[src/sv/bcd_pkg.sv]
// Shared types, event codes and register indexes of the button click detector.
// Depends on nothing; every other file but assert_macros.svh imports it.
`timescale 1ns / 1ps

package bcd_pkg;

    localparam int TIME_W  = 32;
    localparam int CLICK_W = 7;
    localparam int CFG_W   = 16;
    localparam int INDEX_W = 3;

    localparam logic [CLICK_W-1:0] CLICK_SAT = 7'd127;

    // Event codes reported with each result.
    localparam logic [2:0] EV_NONE       = 3'd0;
    localparam logic [2:0] EV_PRESS      = 3'd1;
    localparam logic [2:0] EV_CLICK      = 3'd2;
    localparam logic [2:0] EV_DOUBLE     = 3'd3;
    localparam logic [2:0] EV_MULTI      = 3'd4;
    localparam logic [2:0] EV_LONG_START = 3'd5;
    localparam logic [2:0] EV_LONG_DURING = 3'd6;
    localparam logic [2:0] EV_LONG_STOP  = 3'd7;

    // Register indexes of the configuration port.
    localparam logic [INDEX_W-1:0] REG_ACTIVE_LOW  = 3'd0;
    localparam logic [INDEX_W-1:0] REG_DEBOUNCE    = 3'd1;
    localparam logic [INDEX_W-1:0] REG_CLICK       = 3'd2;
    localparam logic [INDEX_W-1:0] REG_PRESS       = 3'd3;
    localparam logic [INDEX_W-1:0] REG_IDLE        = 3'd4;
    localparam logic [INDEX_W-1:0] REG_REPEAT      = 3'd5;
    localparam logic [INDEX_W-1:0] REG_MAX_CLICKS  = 3'd6;
    localparam logic [INDEX_W-1:0] REG_IDLE_ENABLE = 3'd7;

    typedef struct packed {
        logic              level;
        logic [TIME_W-1:0] now_ms;
    } bcd_item_t;

    typedef struct packed {
        logic [2:0]         event_code;
        logic               idle_event;
        logic [CLICK_W-1:0] click_count;
        logic               debounced_level;
    } bcd_result_t;

    typedef struct packed {
        logic               active_low;
        logic [10:0]        debounce_ms;
        logic [15:0]        click_ms;
        logic [15:0]        press_ms;
        logic [15:0]        idle_ms;
        logic [15:0]        repeat_interval_ms;
        logic [CLICK_W-1:0] max_clicks;
        logic               idle_enable;
    } bcd_cfg_t;

endpackage

[src/sv/bcd_cfg.sv]
// Configuration register file of the button click detector.
// Depends on bcd_pkg for the register indexes and the configuration struct.
`timescale 1ns / 1ps

module bcd_cfg (
    input  logic                         clk,
    input  logic                         rst_n,
    input  logic                         cfg_we,
    input  logic [bcd_pkg::INDEX_W-1:0]  cfg_index,
    input  logic [bcd_pkg::CFG_W-1:0]    cfg_data,
    output bcd_pkg::bcd_cfg_t            cfg
);
    import bcd_pkg::*;

    bcd_cfg_t cfg_reg;

    always_ff @(posedge clk or negedge rst_n)
    begin
        if (!rst_n)
        begin
            cfg_reg.active_low         <= 1'b0;
            cfg_reg.debounce_ms        <= 11'd50;
            cfg_reg.click_ms           <= 16'd400;
            cfg_reg.press_ms           <= 16'd800;
            cfg_reg.idle_ms            <= 16'd1000;
            cfg_reg.repeat_interval_ms <= 16'd0;
            cfg_reg.max_clicks         <= 7'd1;
            cfg_reg.idle_enable        <= 1'b0;
        end
        else if (cfg_we)
        begin
            unique case (cfg_index)
                REG_ACTIVE_LOW:  cfg_reg.active_low         <= cfg_data[0];
                REG_DEBOUNCE:    cfg_reg.debounce_ms        <= cfg_data[10:0];
                REG_CLICK:       cfg_reg.click_ms           <= cfg_data;
                REG_PRESS:       cfg_reg.press_ms           <= cfg_data;
                REG_IDLE:        cfg_reg.idle_ms            <= cfg_data;
                REG_REPEAT:      cfg_reg.repeat_interval_ms <= cfg_data;
                REG_MAX_CLICKS:  cfg_reg.max_clicks         <= cfg_data[CLICK_W-1:0];
                REG_IDLE_ENABLE: cfg_reg.idle_enable        <= cfg_data[0];
                default:         cfg_reg.idle_enable        <= cfg_reg.idle_enable;
            endcase
        end
    end

    assign cfg = cfg_reg;

endmodule

[src/sv/bcd_debounce.sv]
// Level debouncer of the button click detector, updated once per request.
// Depends on bcd_pkg for the timestamp width.
`timescale 1ns / 1ps

module bcd_debounce (
    input  logic                        clk,
    input  logic                        rst_n,
    input  logic                        step,
    input  logic                        pressed,
    input  logic [bcd_pkg::TIME_W-1:0]  now_ms,
    input  logic [10:0]                 debounce_ms,
    output logic                        stable_level
);
    import bcd_pkg::*;

    logic              last_sample_reg, last_sample_next;
    logic [TIME_W-1:0] last_change_reg, last_change_next;
    logic              stable_reg;
    logic              deb_neg;
    logic [11:0]       deb_mag;
    logic [TIME_W-1:0] since_change;
    logic              early;

    always_comb
    begin
        deb_neg = debounce_ms[10];
        // A negative setting debounces only the release, by its magnitude.
        deb_mag = deb_neg ? (12'h800 - {1'b0, debounce_ms}) : {1'b0, debounce_ms};
        since_change = now_ms - last_change_reg;
        early = (pressed && deb_neg) ? 1'b1 : stable_reg;

        last_sample_next = last_sample_reg;
        last_change_next = last_change_reg;
        stable_level     = early;
        if (last_sample_reg == pressed)
        begin
            if (since_change >= {{(TIME_W-12){1'b0}}, deb_mag})
            begin
                stable_level = pressed;
            end
        end
        else
        begin
            last_change_next = now_ms;
            last_sample_next = pressed;
        end
    end

    always_ff @(posedge clk or negedge rst_n)
    begin
        if (!rst_n)
        begin
            last_sample_reg <= 1'b0;
            last_change_reg <= '0;
            stable_reg      <= 1'b0;
        end
        else if (step)
        begin
            last_sample_reg <= last_sample_next;
            last_change_reg <= last_change_next;
            stable_reg      <= stable_level;
        end
    end

endmodule

[src/sv/bcd_fsm.sv]
// Click and long-press state machine of the button click detector.
// Depends on bcd_pkg for the event codes, the configuration and the result struct.
`timescale 1ns / 1ps

module bcd_fsm (
    input  logic                        clk,
    input  logic                        rst_n,
    input  logic                        step,
    input  logic                        stable_level,
    input  logic [bcd_pkg::TIME_W-1:0]  now_ms,
    input  bcd_pkg::bcd_cfg_t           cfg,
    output bcd_pkg::bcd_result_t        result
);
    import bcd_pkg::*;

    typedef enum logic [5:0] {
        ST_INIT     = 6'b000001,
        ST_DOWN     = 6'b000010,
        ST_UP       = 6'b000100,
        ST_COUNT    = 6'b001000,
        ST_PRESS    = 6'b010000,
        ST_PRESSEND = 6'b100000
    } bcd_state_t;

    bcd_state_t         state_reg, state_next;
    logic [CLICK_W-1:0] clicks_reg, clicks_next;
    logic [TIME_W-1:0]  phase_reg, phase_next;
    logic               idle_rep_reg, idle_rep_next;
    logic [TIME_W-1:0]  repeat_reg, repeat_next;
    logic [TIME_W-1:0]  wait_ms;
    logic [TIME_W-1:0]  since_repeat;

    always_comb
    begin
        wait_ms      = now_ms - phase_reg;
        since_repeat = now_ms - repeat_reg;

        state_next    = state_reg;
        clicks_next   = clicks_reg;
        phase_next    = phase_reg;
        idle_rep_next = idle_rep_reg;
        repeat_next   = repeat_reg;

        result.event_code      = EV_NONE;
        result.idle_event      = 1'b0;
        result.click_count     = clicks_reg;
        result.debounced_level = stable_level;

        unique case (state_reg)
            ST_INIT:
            begin
                // Idle and press may both be reported on one sample.
                if (!idle_rep_reg && cfg.idle_enable
                    && (wait_ms > {16'd0, cfg.idle_ms}))
                begin
                    idle_rep_next     = 1'b1;
                    result.idle_event = 1'b1;
                end
                if (stable_level)
                begin
                    state_next        = ST_DOWN;
                    phase_next        = now_ms;
                    clicks_next       = '0;
                    result.event_code = EV_PRESS;
                end
                result.click_count = clicks_next;
            end
            ST_DOWN:
            begin
                if (!stable_level)
                begin
                    state_next = ST_UP;
                    phase_next = now_ms;
                end
                else if (wait_ms > {16'd0, cfg.press_ms})
                begin
                    state_next        = ST_PRESS;
                    result.event_code = EV_LONG_START;
                end
            end
            ST_UP:
            begin
                if (clicks_reg < CLICK_SAT)
                begin
                    clicks_next = clicks_reg + 7'd1;
                end
                state_next         = ST_COUNT;
                result.click_count = clicks_next;
            end
            ST_COUNT:
            begin
                if (stable_level)
                begin
                    state_next = ST_DOWN;
                    phase_next = now_ms;
                end
                else if ((wait_ms >= {16'd0, cfg.click_ms})
                         || (clicks_reg == cfg.max_clicks))
                begin
                    if (clicks_reg == 7'd1)
                        result.event_code = EV_CLICK;
                    else if (clicks_reg == 7'd2)
                        result.event_code = EV_DOUBLE;
                    else
                        result.event_code = EV_MULTI;
                    state_next    = ST_INIT;
                    clicks_next   = '0;
                    phase_next    = now_ms;
                    idle_rep_next = 1'b0;
                end
            end
            ST_PRESS:
            begin
                if (!stable_level)
                begin
                    state_next = ST_PRESSEND;
                end
                else if (since_repeat >= {16'd0, cfg.repeat_interval_ms})
                begin
                    result.event_code = EV_LONG_DURING;
                    repeat_next       = now_ms;
                end
            end
            ST_PRESSEND:
            begin
                result.event_code = EV_LONG_STOP;
                state_next        = ST_INIT;
                clicks_next       = '0;
                phase_next        = now_ms;
                idle_rep_next     = 1'b0;
            end
            default:
            begin
                state_next = ST_INIT;
            end
        endcase
    end

    always_ff @(posedge clk or negedge rst_n)
    begin
        if (!rst_n)
        begin
            state_reg    <= ST_INIT;
            clicks_reg   <= '0;
            phase_reg    <= '0;
            idle_rep_reg <= 1'b0;
            repeat_reg   <= '0;
        end
        else if (step)
        begin
            state_reg    <= state_next;
            clicks_reg   <= clicks_next;
            phase_reg    <= phase_next;
            idle_rep_reg <= idle_rep_next;
            repeat_reg   <= repeat_next;
        end
    end

endmodule

[src/sv/button_click_detector_core.sv]
// Top level of the button click detector: input register, debouncer, state machine,
// result register. Depends on bcd_pkg, bcd_cfg, bcd_debounce and bcd_fsm.
`timescale 1ns / 1ps

// The detector takes one request per clock cycle while its output is not stalled,
// each a button level sample with a free-running millisecond timestamp, and returns
// exactly one result per request. Each request is first held in the input register;
// when it advances, the level is polarity-corrected, debounced and run through the
// click state machine, and the result is captured in the output register. The
// sustained rate of one request per cycle without output stalls is set by that
// single state update path of a few 32-bit wrapping subtractions and compares. While
// a result waits in the output register, one further request can still be taken
// into the input register, so the input stalls only when both registers are full
// and the output is stalled. Configuration registers are written through a plain
// write port and should only be changed while no request is in flight.
module button_click_detector_core (
    input  logic                         clk,
    input  logic                         rst_n,
    input  logic                         cfg_we,
    input  logic [bcd_pkg::INDEX_W-1:0]  cfg_index,
    input  logic [bcd_pkg::CFG_W-1:0]    cfg_data,
    input  logic                         in_valid,
    output logic                         in_stall,
    input  bcd_pkg::bcd_item_t           in_data,
    output logic                         out_valid,
    input  logic                         out_stall,
    output bcd_pkg::bcd_result_t         out_data
);
    import bcd_pkg::*;

    bcd_cfg_t    cfg;
    logic        in_valid_reg;
    bcd_item_t   in_item_reg;
    logic        out_valid_reg;
    bcd_result_t out_data_reg;
    logic        advance;
    logic        pressed;
    logic        stable_level;
    bcd_result_t result;

    // The held request moves on whenever the output register is free or is being
    // emptied in this same cycle; block state changes only at that moment.
    assign advance  = in_valid_reg && (!out_valid_reg || !out_stall);
    assign in_stall = in_valid_reg && !advance;
    assign pressed  = in_item_reg.level ^ cfg.active_low;

    bcd_cfg u_cfg (
        .clk       (clk),
        .rst_n     (rst_n),
        .cfg_we    (cfg_we),
        .cfg_index (cfg_index),
        .cfg_data  (cfg_data),
        .cfg       (cfg)
    );

    bcd_debounce u_debounce (
        .clk          (clk),
        .rst_n        (rst_n),
        .step         (advance),
        .pressed      (pressed),
        .now_ms       (in_item_reg.now_ms),
        .debounce_ms  (cfg.debounce_ms),
        .stable_level (stable_level)
    );

    bcd_fsm u_fsm (
        .clk          (clk),
        .rst_n        (rst_n),
        .step         (advance),
        .stable_level (stable_level),
        .now_ms       (in_item_reg.now_ms),
        .cfg          (cfg),
        .result       (result)
    );

    // Input register: loads on every accepted request and empties as it advances.
    always_ff @(posedge clk or negedge rst_n)
    begin
        if (!rst_n)
        begin
            in_valid_reg <= 1'b0;
        end
        else if (in_valid && !in_stall)
        begin
            in_valid_reg <= 1'b1;
        end
        else if (advance)
        begin
            in_valid_reg <= 1'b0;
        end
    end

    always_ff @(posedge clk)
    begin
        if (in_valid && !in_stall)
        begin
            in_item_reg <= in_data;
        end
    end

    // Output register: holds a result steady until the receiver takes it.
    always_ff @(posedge clk or negedge rst_n)
    begin
        if (!rst_n)
        begin
            out_valid_reg <= 1'b0;
        end
        else if (advance)
        begin
            out_valid_reg <= 1'b1;
        end
        else if (!out_stall)
        begin
            out_valid_reg <= 1'b0;
        end
    end

    always_ff @(posedge clk)
    begin
        if (advance)
        begin
            out_data_reg <= result;
        end
    end

    assign out_valid = out_valid_reg;
    assign out_data  = out_data_reg;

endmodule

[config.mk]
export PLATFORM = sky130hd
export DESIGN_NAME = button_click_detector_core
export DESIGN_NICKNAME = d
export VERILOG_FILES = /design/src/sv/bcd_pkg.sv /design/src/sv/bcd_cfg.sv /design/src/sv/bcd_debounce.sv /design/src/sv/bcd_fsm.sv /design/src/sv/button_click_detector_core.sv
export SDC_FILE = /design/constraint.sdc
export NUM_CORES = 1
export LEC_CHECK = 0
export ABC_AREA = 1
export BUFFER_PORTS_ARGS = -buffer_cell sky130_fd_sc_hd__buf_2
export CAP_MARGIN = 20
export CORE_MARGIN = 2
export CORE_UTILIZATION = 45
export CTS_CLUSTER_DIAMETER = 120
export CTS_CLUSTER_SIZE = 10
export DETAILED_ROUTE_END_ITERATION = 10
export GPL_ROUTABILITY_DRIVEN = 0
export PLACE_DENSITY_LB_ADDON = 0.1
export SLEW_MARGIN = 20
export SYNTH_ARGS = -nofsm -noshare
export SYNTH_HDL_FRONTEND = slang
export SYNTH_SLANG_ARGS = --single-unit
[constraint.sdc]
create_clock -name clk -period 4.7 [get_ports clk]
set_input_delay 0.705 -clock clk [delete_from_list [all_inputs] [get_ports clk]]
set_output_delay 0.705 -clock clk [all_outputs]
set_load 0.005 [all_outputs]
==> results.toml <==
[logic_synthesis]
synth_top_area_cell = "dfrtp_1"
yosysUniqueCellTypes = 51
yosysWarnings = 0
synth_commonest_cells = "817 x nand2_1, 522 x inv_1, 197 x nor2_1"
yosysMostFrequentCell = "nand2_1"
synthTopCellsByArea = "dfrtp_1 24%, nand2_1 16%, ha_1 11%, inv_1 10%, edfxtp_1 7.0%"
synth.avg_cell_area_sq_um = 6.92
syn_inst = 2772
synth_xor_xnor_area_share = 0.0297
syn-cell-area_sq_mm = 0.0192
synth_compound_area_frac = 0.119
muxShareOfSynthArea = 0
seq_area_frac_synth = 0.330
synth_top_area_share = 0.236
synthArstFlopShare = 0.815
synthFlopType = "dfrtp_1"
synth_edf_count = 45
syn_nets = 3005
synth_fa_ha_area_frac = 0.116
synth-simple-area-share = 0.288
synth-seq-cells = 243
synth_top_family_by_area = "simple AND/OR/NAND/NOR gates"

[die]
num_rows = 75
fp.coreArea_sq_mm = 0.0420
initial_utilization = 0.456
die_w_microns = 210
ios = 71
dieHeight_microns = 210
dieArea_sq_mm = 0.0443

[routing]
routed_wl_mm = 56.7
drc_errors = 0
avgViaCountPerCell = 5.16
ant_nets = 0
routedWlPerCell_microns = 16.5
drt_iter0_drc = 1421
num_vias = 17707
first_pass_iters = 6

[timing]
slew_violations = 0
period_minus_slack_ns = 4.35
tns_ns = 0
setup_violations = 0
fmax_mhz = 230
period_share = 0.925
hold_viol = 0
skew_ns = 0.0377
rsz0062_at_grt = "no"
worstMarginPinSlew_ns = 0.988
slew_headroom = 0.340

[cells_and_area]
num_antenna_cells = 0
largest_reg_flops = 84
fillCellCount = 4334
multiInputGateArea_sq_mm = 0.0106
area_growth_pct = 10.5
drive_above_1_share = 0.100
seq_area_sq_mm = 0.00633
fin_nets = 3108

[global_routing]
antenna_found_initial = 1
grt_pass1_wl_mm = 89.7
track_usage = 0.257
grt_overflow = 0
first_global_vias = 16861
grt_max_degree = 97

[clock_tree]
path_clk_slew_ns = 0.06
insertion_delay_ns = 0.58
cts.path.max_buffers = 3
htree_num_levels = 1
cts_made_buffers = 28
cts_num_sinks = 243
cts_hold_buf = 0
ctsRootBufferMaster = "clkbuf_16"
cts_tree = "yes"

[critical_path]
reg2reg_slack_ns = 0.35
endpoint_kind = "register"
critical_path_class = "register to register"
worst-endpoint-required_ns = 5.13
startpoint = "in_item_reg[3]"
crit_top_cell = "nand2_1"
cp_slowest_cell = "edfxtp_1"
arrival_ns = 4.77
start_kind = "register"
slowest_delay_ns = 0.47
cp_max_fo = 37
rr_startpoint = "in_item_reg[3]"

[power]
switchingPower_mw = 7.40
p_int_mw = 7.35
power_frac_comb = 0.640
powerDensity_mw_per_mm2 = 697
clkPwrFrac = 0.137
p_leak_nw = 11.3
seq_power_share = 0.223
design_power_total_mw = 14.8
max-vdd-ir-drop_uv = 331
switching_share = 0.502

[outcome]
status = "finished, final reports clean"

[run]
drv_cap = 0

[placed_design]
dp_hpwl_mm = 45.6
port_buffers = 70

[min_path]
hold_class = "input port to asynchronous set/reset pin"
[metal layers]
layer  track usage  wire (microns)  part of all wire
met3        0.0347            3220             0.057
met4        0.0682            1400             0.025
met2         0.406           24900              0.44
met5             0               0                 0
met1         0.369           27200              0.48
[worst paths after layout]
| kind | end | cells past startpoint |
|---|---|---|
| worst max register to register | u_fsm.phase_reg[28] | 26 |
| worst max-delay path | u_fsm.phase_reg[28] | 26 |
| max in group asynchronous | u_debounce.last_change_reg[30] | 2 |
| worst min-delay path | u_cfg.cfg[61] | 1 |
| worst min register to register | u_fsm.state_reg[0] | 2 |
| min in group clk | in_item_reg[9] | 1 |
[worst max-delay path: cells and delay by family, from the launching register on]
family                     cells  cell delay (ns)
and+or+nand+nor               20             2.23
xor gates and xnor gates       1             0.22
DFF                            1             0.47
AOI/OAI and AO/OA              2             0.29
buffers and inverters          1             0.24
adders and majority gates      2             0.71
[stage by stage]
stage,std cells,area (sq um),utilization,setup WS (ns),hold slack [ns]
3_5_place_dp,3376,20300,0.482,0.171,0.469
5_1_grt,3432,21200,0.504,0.00593,0.257
4_1_cts,3424,21100,0.501,0.128,0.255
3_3_place_gp,3376,20300,0.482,0.270,0.465
2_1_floorplan,2772,19200,-,1.18,0.409
6_report,3432,21200,0.504,0.353,0.210
[what timing repair did]
| item | 4_1_cts | 5_1_grt |
|---|---|---|
| gates resized for setup | 0 | 3 |
| endpoints found under the setup margin | 0 | 60 |
| buffers inserted | 0 | 6 |
[final cells by class]
cell class	instances	area share
Clock buffer	46	0.0367
Clock inverter	2	0.00112
Inverter	544	0.0964
Multi-Input combinational cell	1951	0.502
Sequential cell	243	0.299
Tap cell	539	0.0318
Timing Repair Buffer	107	0.0330
[cell usage in the layout (no fill, tap or decap), drive strengths merged, types with 4 or more instances in the layout]
cell type / Yosys / layout
or2: 4 / 4
a21boi: 4 / 4
nor2: 206 / 206
o21ai: 229 / 229
xor2: 51 / 51
inv: 544 / 544
ha: 173 / 173
a21oi: 116 / 116
nand3b: 8 / 8
buf: 14 / 106
nor3: 31 / 31
dfstp: 17 / 17
nor4: 5 / 5
o211ai: 13 / 13
o21bai: 13 / 13
a31oi: 7 / 7
a21o: 7 / 7
xnor2: 14 / 14
nand4: 43 / 44
edfxtp: 45 / 45
nand2: 865 / 865
dfrtp: 181 / 181
clkbuf: 21 / 47
nand3: 138 / 138
[power groups by stage]
stage	logic (mW)	registers (mW)	clock network [mW]
floorplan	6.87	3.19	0
global placement	9.15	3.30	0
detailed placement	9.30	3.32	0
CTS	9.36	3.29	2.07
global route	10.8	3.38	2.15
finish	9.44	3.30	2.02
[logic make-up (layout without fill, tap and decap cells)]
kind of cell | count (synthesis) | after routing
other cells | 1 | 1
compound gates | 402 | 402
xor+xnor | 65 | 65
simple gates | 1306 | 1307
buf+inv | 579 | 699
flops | 243 | 243
fa+ha+maj | 176 | 176
Power figures use the tool's default switching activity.
